File: config.mk
export PLATFORM = sky130hd
export DESIGN_NAME = kda_cell
export DESIGN_NICKNAME = d
export VERILOG_FILES = /design/src/keyed_duration_aggregator_assert.svh /design/src/kda_pkg.sv /design/src/kda_cell.sv
export SDC_FILE = /design/constraint.sdc
export NUM_CORES = 1
export LEC_CHECK = 0
export ABC_AREA = 1
export BUFFER_PORTS_ARGS = -buffer_cell sky130_fd_sc_hd__buf_4
export CORE_MARGIN = 2
export CORE_UTILIZATION = 55
export DETAILED_ROUTE_END_ITERATION = 8
export HOLD_SLACK_MARGIN = 0.05
export PLACE_DENSITY = 0.84
export SLEW_MARGIN = 15
export SYNTH_ARGS = -nofsm -noshare
export SYNTH_HDL_FRONTEND = slang
export SYNTH_SLANG_ARGS = --single-unit
export TNS_END_PERCENT = 10
File: constraint.sdc
create_clock -name clk -period 9.2 [get_ports clk]
set_input_delay 0 -clock clk [delete_from_list [all_inputs] [get_ports clk]]
set_output_delay 0 -clock clk [all_outputs]
set_load 0.02 [all_outputs]
File: src/keyed_duration_aggregator_assert.svh
`ifndef KEYED_DURATION_AGGREGATOR_ASSERT_SVH
`define KEYED_DURATION_AGGREGATOR_ASSERT_SVH

// same-cycle implication, checked outside reset
`define KDA_ASSERT_NOW(label, ante, cons, msg) \
	label: assert property (@(posedge clk) disable iff (!arst_n) (ante) |-> (cons)) \
		else $error(msg);

// next-cycle implication, checked outside reset
`define KDA_ASSERT_NEXT(label, ante, cons, msg) \
	label: assert property (@(posedge clk) disable iff (!arst_n) (ante) |=> (cons)) \
		else $error(msg);

`endif

File: src/kda_pkg.sv
package kda_pkg;

	localparam int CAPACITY    = 16;
	localparam int KEY_W       = 32;
	localparam int DEPTH_W     = 8;
	localparam int TIME_W      = 63;
	localparam int SUM_W       = 64;
	localparam int HIT_W       = 32;
	localparam int CNT_W       = 5;
	localparam int LIMIT_RESET = 16;

	typedef struct packed {
		logic [KEY_W-1:0]   name_id;
		logic [DEPTH_W-1:0] nest_depth;
		logic [TIME_W-1:0]  begin_time;
		logic [TIME_W-1:0]  end_time;
		logic               last_sample;
	} sample_t;

	typedef struct packed {
		logic [KEY_W-1:0] entry_name;
		logic [SUM_W-1:0] total_dur;
		logic [HIT_W-1:0] occurrences;
		logic [CNT_W-1:0] entry_count;
		logic             entry_valid;
		logic             last_result;
	} result_t;

	typedef struct packed {
		logic [KEY_W-1:0] key;
		logic [SUM_W-1:0] sum;
		logic [HIT_W-1:0] hits;
	} entry_t;

	typedef struct packed {
		logic active;
		logic agg;
		logic open;
		logic shift;
	} cell_ctl_t;

	typedef enum logic {
		ST_AGG,
		ST_DRAIN
	} state_t;

endpackage

File: src/kda_cell.sv
module kda_cell (
	input  logic                           clk,
	input  kda_pkg::cell_ctl_t             ctl,
	input  logic [kda_pkg::KEY_W-1:0]      key,
	input  logic [kda_pkg::SUM_W-1:0]      dur,
	input  kda_pkg::entry_t                nxt,
	output kda_pkg::entry_t                ent,
	output logic                           match
);

	kda_pkg::entry_t ent_q;

	assign ent   = ent_q;
	assign match = ctl.active && (ent_q.key == key);

	always_ff @(posedge clk) begin
		if (ctl.shift) begin
			ent_q <= nxt;
		end else if (ctl.agg && match) begin
			ent_q.sum  <= ent_q.sum + dur;
			ent_q.hits <= ent_q.hits + kda_pkg::HIT_W'(1);
		end else if (ctl.open) begin
			ent_q.key  <= key;
			ent_q.sum  <= dur;
			ent_q.hits <= kda_pkg::HIT_W'(1);
		end
	end

endmodule

Yosys cells after proc, flatten, opt, wreduce, memory -nomap -nowiden. Cells that the tools add are included.

Register bits: 128. Input port bits: 229. Output and inout bits: 129. Word-level logic and storage cells: 16.

Add/subtract/negate cells: 2. Eq/ne operators: 2. Multiplexer cells: 4. Reductions and logical operators: 5.

Operator list (count): $mux W128 (2); $mux W96 (1); $add A64 B64 Y64 (1); $add A32 B1 Y32 const B (1); $eq A32 B32 Y1 (1); $mux W32 (1); $reduce_bool A3 Y1 (1); $logic_and A1 B1 Y1 (2); $ne A2 B2 Y1 const B (1); $reduce_and A2 Y1 (1); $reduce_bool A2 Y1 (1).

Longest topological paths before layout. Gate-level depths: netlist of the first run.

Word-level depth: 5. Mapped depth: 16. Depth with buffers taken out: 16.

Least setup slack after synthesis of the first run. No wires, ideal clock.

Kind: reg2reg. Start point: register ent_q (netlist bit ent[117]). End point: register ent_q (netlist bit ent[0]), enable pin. Arrival time: 3805 ps. Data required time: 8742 ps. Slack: 4937 ps. Cell stages (with the launch flop): 11. Path buffers: 1. Period minus slack after synthesis: 4263 ps. Cells stage by stage: edfxtp_1 -> inv_1 -> nor2_1 -> nor3_1 -> nand2_1 -> nor2_1 -> nand3_2 -> nor2_2 -> nand2_1 -> buf_2 -> nand2_1.

Word-level cells in the longest chain between the ends: 4.

RTL lines: start, declared (line kda_cell.sv:11) `kda_pkg::entry_t ent_q;`; start signal, assigned (line kda_cell.sv:18) `ent_q <= nxt;`; $eq A32 B32 Y1 (line kda_cell.sv:14) `assign match = ctl.active && (ent_q.key == key);`; $logic_and A1 B1 Y1 (line kda_cell.sv:14); net match (line kda_cell.sv:8) `output logic match`; $logic_and A1 B1 Y1 (line kda_cell.sv:19) `end else if (ctl.agg && match) begin`; $reduce_bool A3 Y1 (no line).

The timed path passes the listed nets, and every way through them passes these cells. A chain may end at the register's enable or synchronous reset.

Worst setup path in the final report of the first run.
Start point: register ent_q (netlist bit ent[32]). End point: register ent_q (netlist bit ent[88]), data pin.

Word-level cells in the longest chain between the ends: 3.

RTL lines: $add A64 B64 Y64 (line kda_cell.sv:20) `ent_q.sum <= ent_q.sum + dur;`; $mux W96 (line kda_cell.sv:19); $mux W128 (line kda_cell.sv:17) `if (ctl.shift) begin`.

Every way passes these cells.

==> results summary, run 1 <==
The flow ran to the end, but the final reports show violations. The checks that failed: design-rule violations. The die height came out at approximately 160 um. Adding up every negative setup slack in the final design gives 0 ns. The count of cells along the worst hold path is 3. The total nets after synthesis came out at around 2600. Counting stages on the worst path, the most repeated cell is sky130_fd_sc_hd__nand2_1. The buffer levels on the longest clock path is 2.

The highest ir drop seen on vdd came out at 0.000117 V. The total of warnings raised by yosys came out at 0. The highest achievable clock rate is between 200 and 300 MHz. The global routing met2 resource utilization came out at between 70% and 80%. The area inside the core boundary is around 24000 um^2. TritonCTS built the clock tree. The number of violations of the max-capacitance limit is 0. The number of synthesized register bits is ~130. The final route contains ~18000 vias. The worst path uses 41.6% of the clock period. The clock insertion delay at the later pin of the skew report is between 0.4 and 0.5 ns. The combined global-route utilization of all metal layers is 46.8%. The flip-flop count of the largest register, all copies and words added is 128. Dividing the synthesized area by the synthesized cell count gives slightly below 6 um^2. The initial antenna violation count was 3.

In the final design database the tool counted ~3200 nets. The first detailed-routing pass ran for 9 iterations. Between clock sinks in the finished design, the worst skew comes to 0.0140 ns.

The slack of the worst reg-to-reg path is 5.37 ns. The number of sinks on the clock net came out at approximately 130. In this run the power density over the cells is 137 nW/um^2. The detailed-placement wirelength estimate came out at 41900 um. Setup repair after global routing left no endpoint under its margin. The worst flop-to-flop path startpoint is ent[32]. The final hold violation count is 0. The area of the die is 25900 um^2. The share of the synthesized area in the top cell type came out at 31.1%. The final cell area excluding filler cells came out at ~19000 um^2.

Using the TritonRoute via totals, the vias-per-cell ratio works out to about 5.7. After detailed placement, the total cell area comes to 16500 um^2. The relative slew slack is 39.1%. The remaining number of nets flagged by the antenna check after routing came out at 0. Summed over all layers, the global routing overflow is 0.

The share of final-layout standard cells stronger than drive strength 1 is approximately 14%. The number of instances resized during post-cts repair came out at 0. In this run, distinct cell masters in the synthesized netlist total 34. The post-place setup slack came out at between 5 and 6 ns.

The initial utilization of the core area, before any placement, comes to between 50% and 60%. Data arrives at the worst endpoint at between 4 and 5 ns. In the global route stage, met3 resource usage came out at 13.9%. The number of remaining DRC errors is 2. The depth of the most critical reg-to-reg path came out at 15. The maximum level of the CTS H-tree is 4.

The number of global-route vias before repair is around 18000. The routability congestion estimate from global placement came out at 0.990. Of all nets on the critical path, the largest fanout is 4.

Global routing used 50.1% of the available met1 tracks. The worst hold path belongs to the class in -> reg. The die outline width came out at between 150 and 200 um. The type of element launching the critical path is a register. The sequential-to-total area share from yosys stat came out at between 20 and 30%. The leakage component of the power came out at 10.8 nW. The data required time at the worst endpoint came out at approximately 9.4 ns. The area overhead of the layout relative to synthesis is 42.9%. Setup violations remaining at the end of the flow were counted as 0.

The transition time at the pin with the least slew margin is 0.914 ns. In this run the cell area of the synthesized design comes to around 14000 um^2. The critical register-to-register path endpoint is ent[88]. met2 is the most crowded layer. The completed layout was analyzed and its total power is ~2.7 mW. The total I/O pin count came out at 358.

The worst hold path begins at ctl[0]. The biggest area contributor in the post-synthesis netlist is sky130_fd_sc_hd__nand2_1. The number of max-slew violations in the final report is 0. The largest single stage delay on the critical path is approximately 0.55 ns. The worst hold path terminates at ent[19].

The clock tree root driver cell is sky130_fd_sc_hd__clkbuf_16. Traced cell by cell, the critical path runs through ha_1, fa_1, nand3_1, nand3_1, nand2_1, nand2_1, nand2_1, nand3_1, nand2_1, nand3_1, nand2_1, nand3_1, nand2_1, nand2_1, dlygate4sd3_1. The sum of routed wire length over all layers came out at ~62000 um. Final hold analysis gives a worst-case slack of approximately 0.29 ns.

The final critical delay including setup and external delays came out at ~3.8 ns. TritonCTS created 17 clock buffers. The number of buffers inserted by port buffering came out at ~360.

By area the synthesized netlist is led by sky130_fd_sc_hd__nand2_1, sky130_fd_sc_hd__edfxtp_1, sky130_fd_sc_hd__inv_1. The clock-pin slew reported for the worst setup and hold paths after clock tree synthesis came out at 0.07 ns. The routed wirelength normalized by instance count came out at between 15 and 20 um. The largest net degree at the start of global routing came out at between 80 and 90.

The post-route worst setup slack came out at roughly 5.4 ns. The worst setup path is captured at a register. After technology mapping, the gate count stands at roughly 2300.

The number of standard-cell rows in the floorplan is 57. For this design, the slowest cell found on the critical path is sky130_fd_sc_hd__dlygate4sd3_1. The global-route wire length before repair came out at about 94000 um. The critical path is of the reg -> reg type. The buffer count from post-CTS setup fixing came out at 0. The first routing iteration left 2492 violations.
-- worst max path at each step --
stage / from / endpoint / slack (ns)
after floorplan: ent[117] / ent[0] / 4.94
after global placement: ent[123] / ent[70] / 5.97
after detailed placement: ent[126] / ent[70] / 5.78
after CTS: ent[32] / ent[92] / 5.73
after global routing: ent[32] / ent[88] / 5.28
final: ent[32] / ent[88] / 5.37
-- synthesized netlist by cell type (all sizes together) --
cell type and instances:
o211ai 1, nand3 138, edfxtp 128, a21oi 44, xnor2 27, o21bai 3, or2 16, xor2 22
fa 1, nor2 159, nor4 7, nand4 32, clkinv 1, nor3 44, o21ai 52, nand2 1125
inv 431, and3 1, a21boi 3, ha 64, nand3b 3, clkbuf 27, buf 12
-- where the power goes --
group	switching, mW	leakage [nW]	internal, mW	total, mW
logic	0.692	9.21	0.439	1.13
registers	0.0620	1.33	0.717	0.779
clock network	0.321	0.294	0.431	0.752
total	1.08	10.8	1.59	2.66
-- critical path: cells and delay by family (launching register included) --
| family | cells | cell delay [ns] |
|---|---|---|
| adder cells (fa/ha/maj) | 2 | 0.76 |
| buffers and inverters | 1 | 0.55 |
| flip-flops | 1 | 0.44 |
| AND/OR/NAND/NOR | 12 | 1.82 |
-- cell families after synthesis --
kind of cell    share of synthesized area, %
compound gates                          3.93
xor+xnor                                3.16
fa+ha+maj                               6.05
buf+inv                                 13.2
flops                                   28.3
simple gates                            45.3
-- through the flow --
stage          util, %  instances
3_5_place_dp      68.2       2989
2_1_floorplan        -       2341
3_3_place_gp      68.2       2989
5_1_grt           79.9       3245
4_1_cts           79.9       3244
6_report          80.0       3246
-- placed cells by master, fill, tap and decap left out, drive strengths merged --
cell         count
a21boi           3
a21oi           44
and3             1
buf            363
bufinv           3
clkbuf          17
clkinv           5
clkinvlp         1
diode            2
dlygate4sd3    224
edfxtp         128
fa               1
ha              64
inv            437
nand2         1125
nand3          138
nand3b           3
nand4           32
nor2           159
nor3            44
nor4             7
o211ai           1
o21ai           52
o21bai           3
or2             16
xnor2           27
xor2            22
-- layout make-up --
| type | instances | area [um^2] |
|---|---|---|
| tap | 324 | 405 |
| fill | 1688 | 4860 |
| multi-input combinational | 1742 | 7940 |
| clock buffer | 17 | 425 |
| clock inverter | 14 | 179 |
| timing repair buffer | 587 | 4970 |
| inverter | 432 | 1620 |
| antenna | 2 | 5.00 |
| sequential | 128 | 3840 |
-- metal layers --
layer  vias up  routed length, um
met3       463               7710
met4         4               5750
met2      1543              28000
li1       8306                  -
met5         -                 25
met1      8041              20500
-- repair_timing --
item                                   in CTS  in global routing
setup endpoints to repair                   0                  0
hold buffers                              224                  0
endpoints found under the hold margin     128                  0
(Power assumes the default switching activity.)
==> run 2: changes to the inputs <==
--- a/config.mk
+++ b/config.mk
@@ -8,10 +8,10 @@
 export ABC_AREA = 1
 export BUFFER_PORTS_ARGS = -buffer_cell sky130_fd_sc_hd__buf_4
 export CORE_MARGIN = 2
-export CORE_UTILIZATION = 55
+export CORE_UTILIZATION = 50
 export DETAILED_ROUTE_END_ITERATION = 8
 export HOLD_SLACK_MARGIN = 0.05
-export PLACE_DENSITY = 0.84
+export PLACE_DENSITY = 0.8
 export SLEW_MARGIN = 15
 export SYNTH_ARGS = -nofsm -noshare
 export SYNTH_HDL_FRONTEND = slang
==> constraint.sdc (replaced) <==
create_clock -name clk -period 3.1 [get_ports clk]
set_input_delay 0 -clock clk [delete_from_list [all_inputs] [get_ports clk]]
set_output_delay 0 -clock clk [all_outputs]
set_load 0.02 [all_outputs]
==> run 2 against run 1 <==
  * The run now ends clean
  * Hold slack got worse by 0.14 ns
  * Combinational power increased to 3.0 times the previous value
  * Clock skew increased by 0.0035 ns
  * Final area increased by 1.7%
  * Critical path depth decreased by 1
  * Critical path type unchanged
  * Flip-flop and latch count unchanged
  * First-iteration DRC count decreased by 23%
  * Fmax increased by 26%
==> results summary, run 2 (synthesis gave the netlist of run 1 again) <==
The flow ran to the end, and the final reports show no timing, DRC or antenna violations. The initial core utilization is 50.6% (-5.3 points). The type of element launching the critical path is a register. The share of final-layout standard cells stronger than drive strength 1 came out at 16.3% (+1.9 points).

The area of the die is 28500 um^2 (+9.7%). The maximum level of the CTS H-tree is 4 (unchanged). The non-filler instance count after layout came out at 3276 (+0.92%). The transition time at the pin with the least slew margin came out at 0.682 ns (-0.232 ns). The placed cell count is 3013 (+0.80%). The library cell used most frequently in the layout, excluding fill and tap cells, is sky130_fd_sc_hd__nand2_1. The routability congestion estimate from global placement is 1.01 (+2.2%). The number of buffers created by CTS is 17 (unchanged).

The die outline width is 169 um (+4.8%). The final hold violation count is 0 (unchanged). The depth of the most critical reg-to-reg path is 14 (-1). The mean number of vias per cell is 5.40 (-4.5%). The number of buffers inserted by port buffering is 357 (unchanged). The count of TritonRoute iterations in the first routing pass is 9 (unchanged). The aggregate global routing overflow is 0 (unchanged). STA classifies the critical path endpoint as a register.

The worst hold path belongs to the class in -> reg. The detailed-placement wirelength estimate was 43300 um (+3.4%). The worst-path maximum fanout came out at 4 (unchanged). The clock-pin slew reported for the worst setup and hold paths after clock tree synthesis is 0.07 ns (about the same). The buffer levels on the longest clock path came to 2 (unchanged). The data required time at the worst endpoint is 3.29 ns (-6.11 ns).

The flip-flop count of the largest register, all copies and words added is 128 (unchanged). The sum of routed wire length over all layers came to 60200 um (-3.0%). The highest ir drop seen on vdd is 0.000329 V (+180%). The remaining number of nets flagged by the antenna check after routing is 0 (unchanged). The power density over the cells is 396 nW/um^2 (+190%). The clock tree skew after final layout was 0.0175 ns (+0.00355 ns).

The die height came out at 169 um (+4.8%). In this run the worst setup path begins at ent[38]. The largest net degree at the start of global routing is 69 (-17%).

The final setup TNS is 0 ns (unchanged). The top cell types in the final layout, fill and taps aside, are sky130_fd_sc_hd__nand2_1, sky130_fd_sc_hd__inv_1, sky130_fd_sc_hd__buf_4. The setup-violating endpoint count in the final report is 0 (unchanged).

The number of global-route vias before repair is 17352 (-3.7%). The post-route worst setup slack is 0.0667 ns (-5.31 ns). The clock tree root driver cell is sky130_fd_sc_hd__clkbuf_16. The post-route worst hold slack is 0.153 ns (-0.138 ns). The number of max-slew violations in the final report is 0 (unchanged).

The number of nets in the finished design was 3210 (+0.25%). The post-place setup slack is 0.284 ns (-5.50 ns). The period utilization came to 97.8% (+56 points).

The highest achievable clock rate is 330 MHz (+26%). The number of DRC violations after detailed-routing iteration 0 came out at 1929 (-23%). The critical path is of the reg -> reg type.

Setup repair after global routing could not meet its margin everywhere. The clock insertion delay at the later pin of the skew report is 0.45 ns (about the same). The critical path ends at ent[63]. The final critical delay including setup and external delays was 3.03 ns (-0.793 ns). The number of inserted filler cells in the final layout was 2173 (+29%).

The total number of vias is 17699 (-3.6%). The area overhead of the layout relative to synthesis came out at 45.3%. The number of violations of the max-capacitance limit came out at 0 (unchanged). The number of sinks on the clock net is 128 (unchanged). The global-route wire length before repair came out at 90700 um (-3.7%). The slack of the worst reg-to-reg path was 0.07 ns (-5.31 ns). The count of cells along the worst hold path came out at 4 (+1). The total I/O pin count was 358 (unchanged).

The routed wirelength normalized by instance count came out at 18.4 um (-3.9%). The leakage component of the power came out at 10.9 nW (+0.39%). The number of remaining DRC errors is 0 (-2). The number of standard-cell rows in the floorplan came out at 60 (+5.3%). The worst register-to-register path begins at ent[38]. The combined global-route utilization of all metal layers is 41.0% (-5.8 points). The arrival time of data at the critical path endpoint is 3.22 ns (-0.80 ns). The relative slew slack came out at 54.3% (+15 points). The initial antenna violation count is 6 (+3). The buffer count from post-CTS setup fixing is 0 (unchanged). The worst register-to-register path ends at ent[63]. The TritonCTS clock tree is done. The area inside the core boundary came out at 26800 um^2 (+11%).
## run 2: cell count changes in the layout (fill, tap and decap cells not counted), moves of 3 or more
cell,delta
sky130_fd_sc_hd__ha_1,-16
sky130_fd_sc_hd__ha_2,+10
sky130_fd_sc_hd__nor2_1,-10
sky130_fd_sc_hd__nand2_1,-9
sky130_fd_sc_hd__nand2_2,+9
sky130_fd_sc_hd__nor2_2,+9
sky130_fd_sc_hd__nand3_1,-8
sky130_fd_sc_hd__nand3_2,+8
sky130_fd_sc_hd__ha_4,+6
sky130_fd_sc_hd__buf_12,+4
sky130_fd_sc_hd__diode_2,+4
sky130_fd_sc_hd__a21oi_1,-3
sky130_fd_sc_hd__a21oi_2,+3
sky130_fd_sc_hd__buf_4,+3
## run 2: area by class of cell
type | instances | area (um^2) | area share [%]
Antenna cell | 6 | 15.0 | 0.0762
Clock inverter | 14 | 143 | 0.723
Timing Repair Buffer | 595 | 5080 | 25.8
Tap cell | 341 | 427 | 2.16
Clock buffer | 18 | 429 | 2.18
Sequential cell | 128 | 3840 | 19.5
Multi-Input combinational cell | 1742 | 8160 | 41.4
Inverter | 432 | 1620 | 8.22
## run 2: worst min path at each step
stage / startpoint / to / slack (ns)
6_report: ctl[2] / ent[124] / 0.15
5_1_grt: ctl[2] / ent[124] / 0.20
4_1_cts: ctl[2] / ent[124] / 0.14
3_5_place_dp: nxt[66] / ent[66] / 0.27
3_3_place_gp: nxt[52] / ent[52] / 0.27
2_1_floorplan: key[18] / ent[114] / 0.18
## run 2: power by group
group / leakage, nW / total [mW] / switching [mW] / internal (mW)
combinational: 9.28 / 3.39 / 2.05 / 1.34
clock: 0.271 / 2.11 / 0.982 / 1.13
sequential: 1.33 / 2.31 / 0.183 / 2.13
## run 2: metrics by stage
step / utilization (%) / power [mW] / instance area, um^2
after floorplan: - / 4.08 / 13600
after global placement: 62.2 / 5.21 / 16700
after detailed placement: 62.2 / 5.25 / 16700
after CTS: 72.7 / 7.58 / 19500
after global routing: 73.6 / 8.16 / 19700
final: 73.6 / 7.81 / 19700
## run 2: routing by layer
| metal | share of wire [%] | global-route usage (%) | vias to the layer above | wire length [um] |
|---|---|---|---|---|
| met5 | 0 | 0 | - | 0 |
| met3 | 10 | 8.84 | 305 | 6000 |
| met1 | 37 | 47.9 | 7908 | 22100 |
| met2 | 46 | 67.7 | 1140 | 27600 |
| met4 | 7.4 | 27.5 | 0 | 4460 |
| li1 | - | - | 8346 | - |
## run 2: repair_timing
| item | in CTS | in global routing |
|---|---|---|
| hold endpoints to repair | 129 | 0 |
| endpoints found under the setup margin | 0 | 25 |
| resized for setup | 0 | 53 |
| hold buffers | 225 | 0 |
## run 2: critical path, stage by stage, from the launching register on
cell	delay, ns
sky130_fd_sc_hd__edfxtp_1	0.41
sky130_fd_sc_hd__ha_1	0.36
sky130_fd_sc_hd__nand2_1	0.15
sky130_fd_sc_hd__inv_1	0.07
sky130_fd_sc_hd__a21oi_1	0.22
sky130_fd_sc_hd__nand2_2	0.16
sky130_fd_sc_hd__nand2_1	0.11
sky130_fd_sc_hd__nand2_1	0.12
sky130_fd_sc_hd__nand2_1	0.11
sky130_fd_sc_hd__nand2_1	0.14
sky130_fd_sc_hd__nand2_1	0.10
sky130_fd_sc_hd__nand3_1	0.11
sky130_fd_sc_hd__nand2_1	0.12
sky130_fd_sc_hd__nand2_1	0.05
sky130_fd_sc_hd__dlygate4sd3_1	0.56
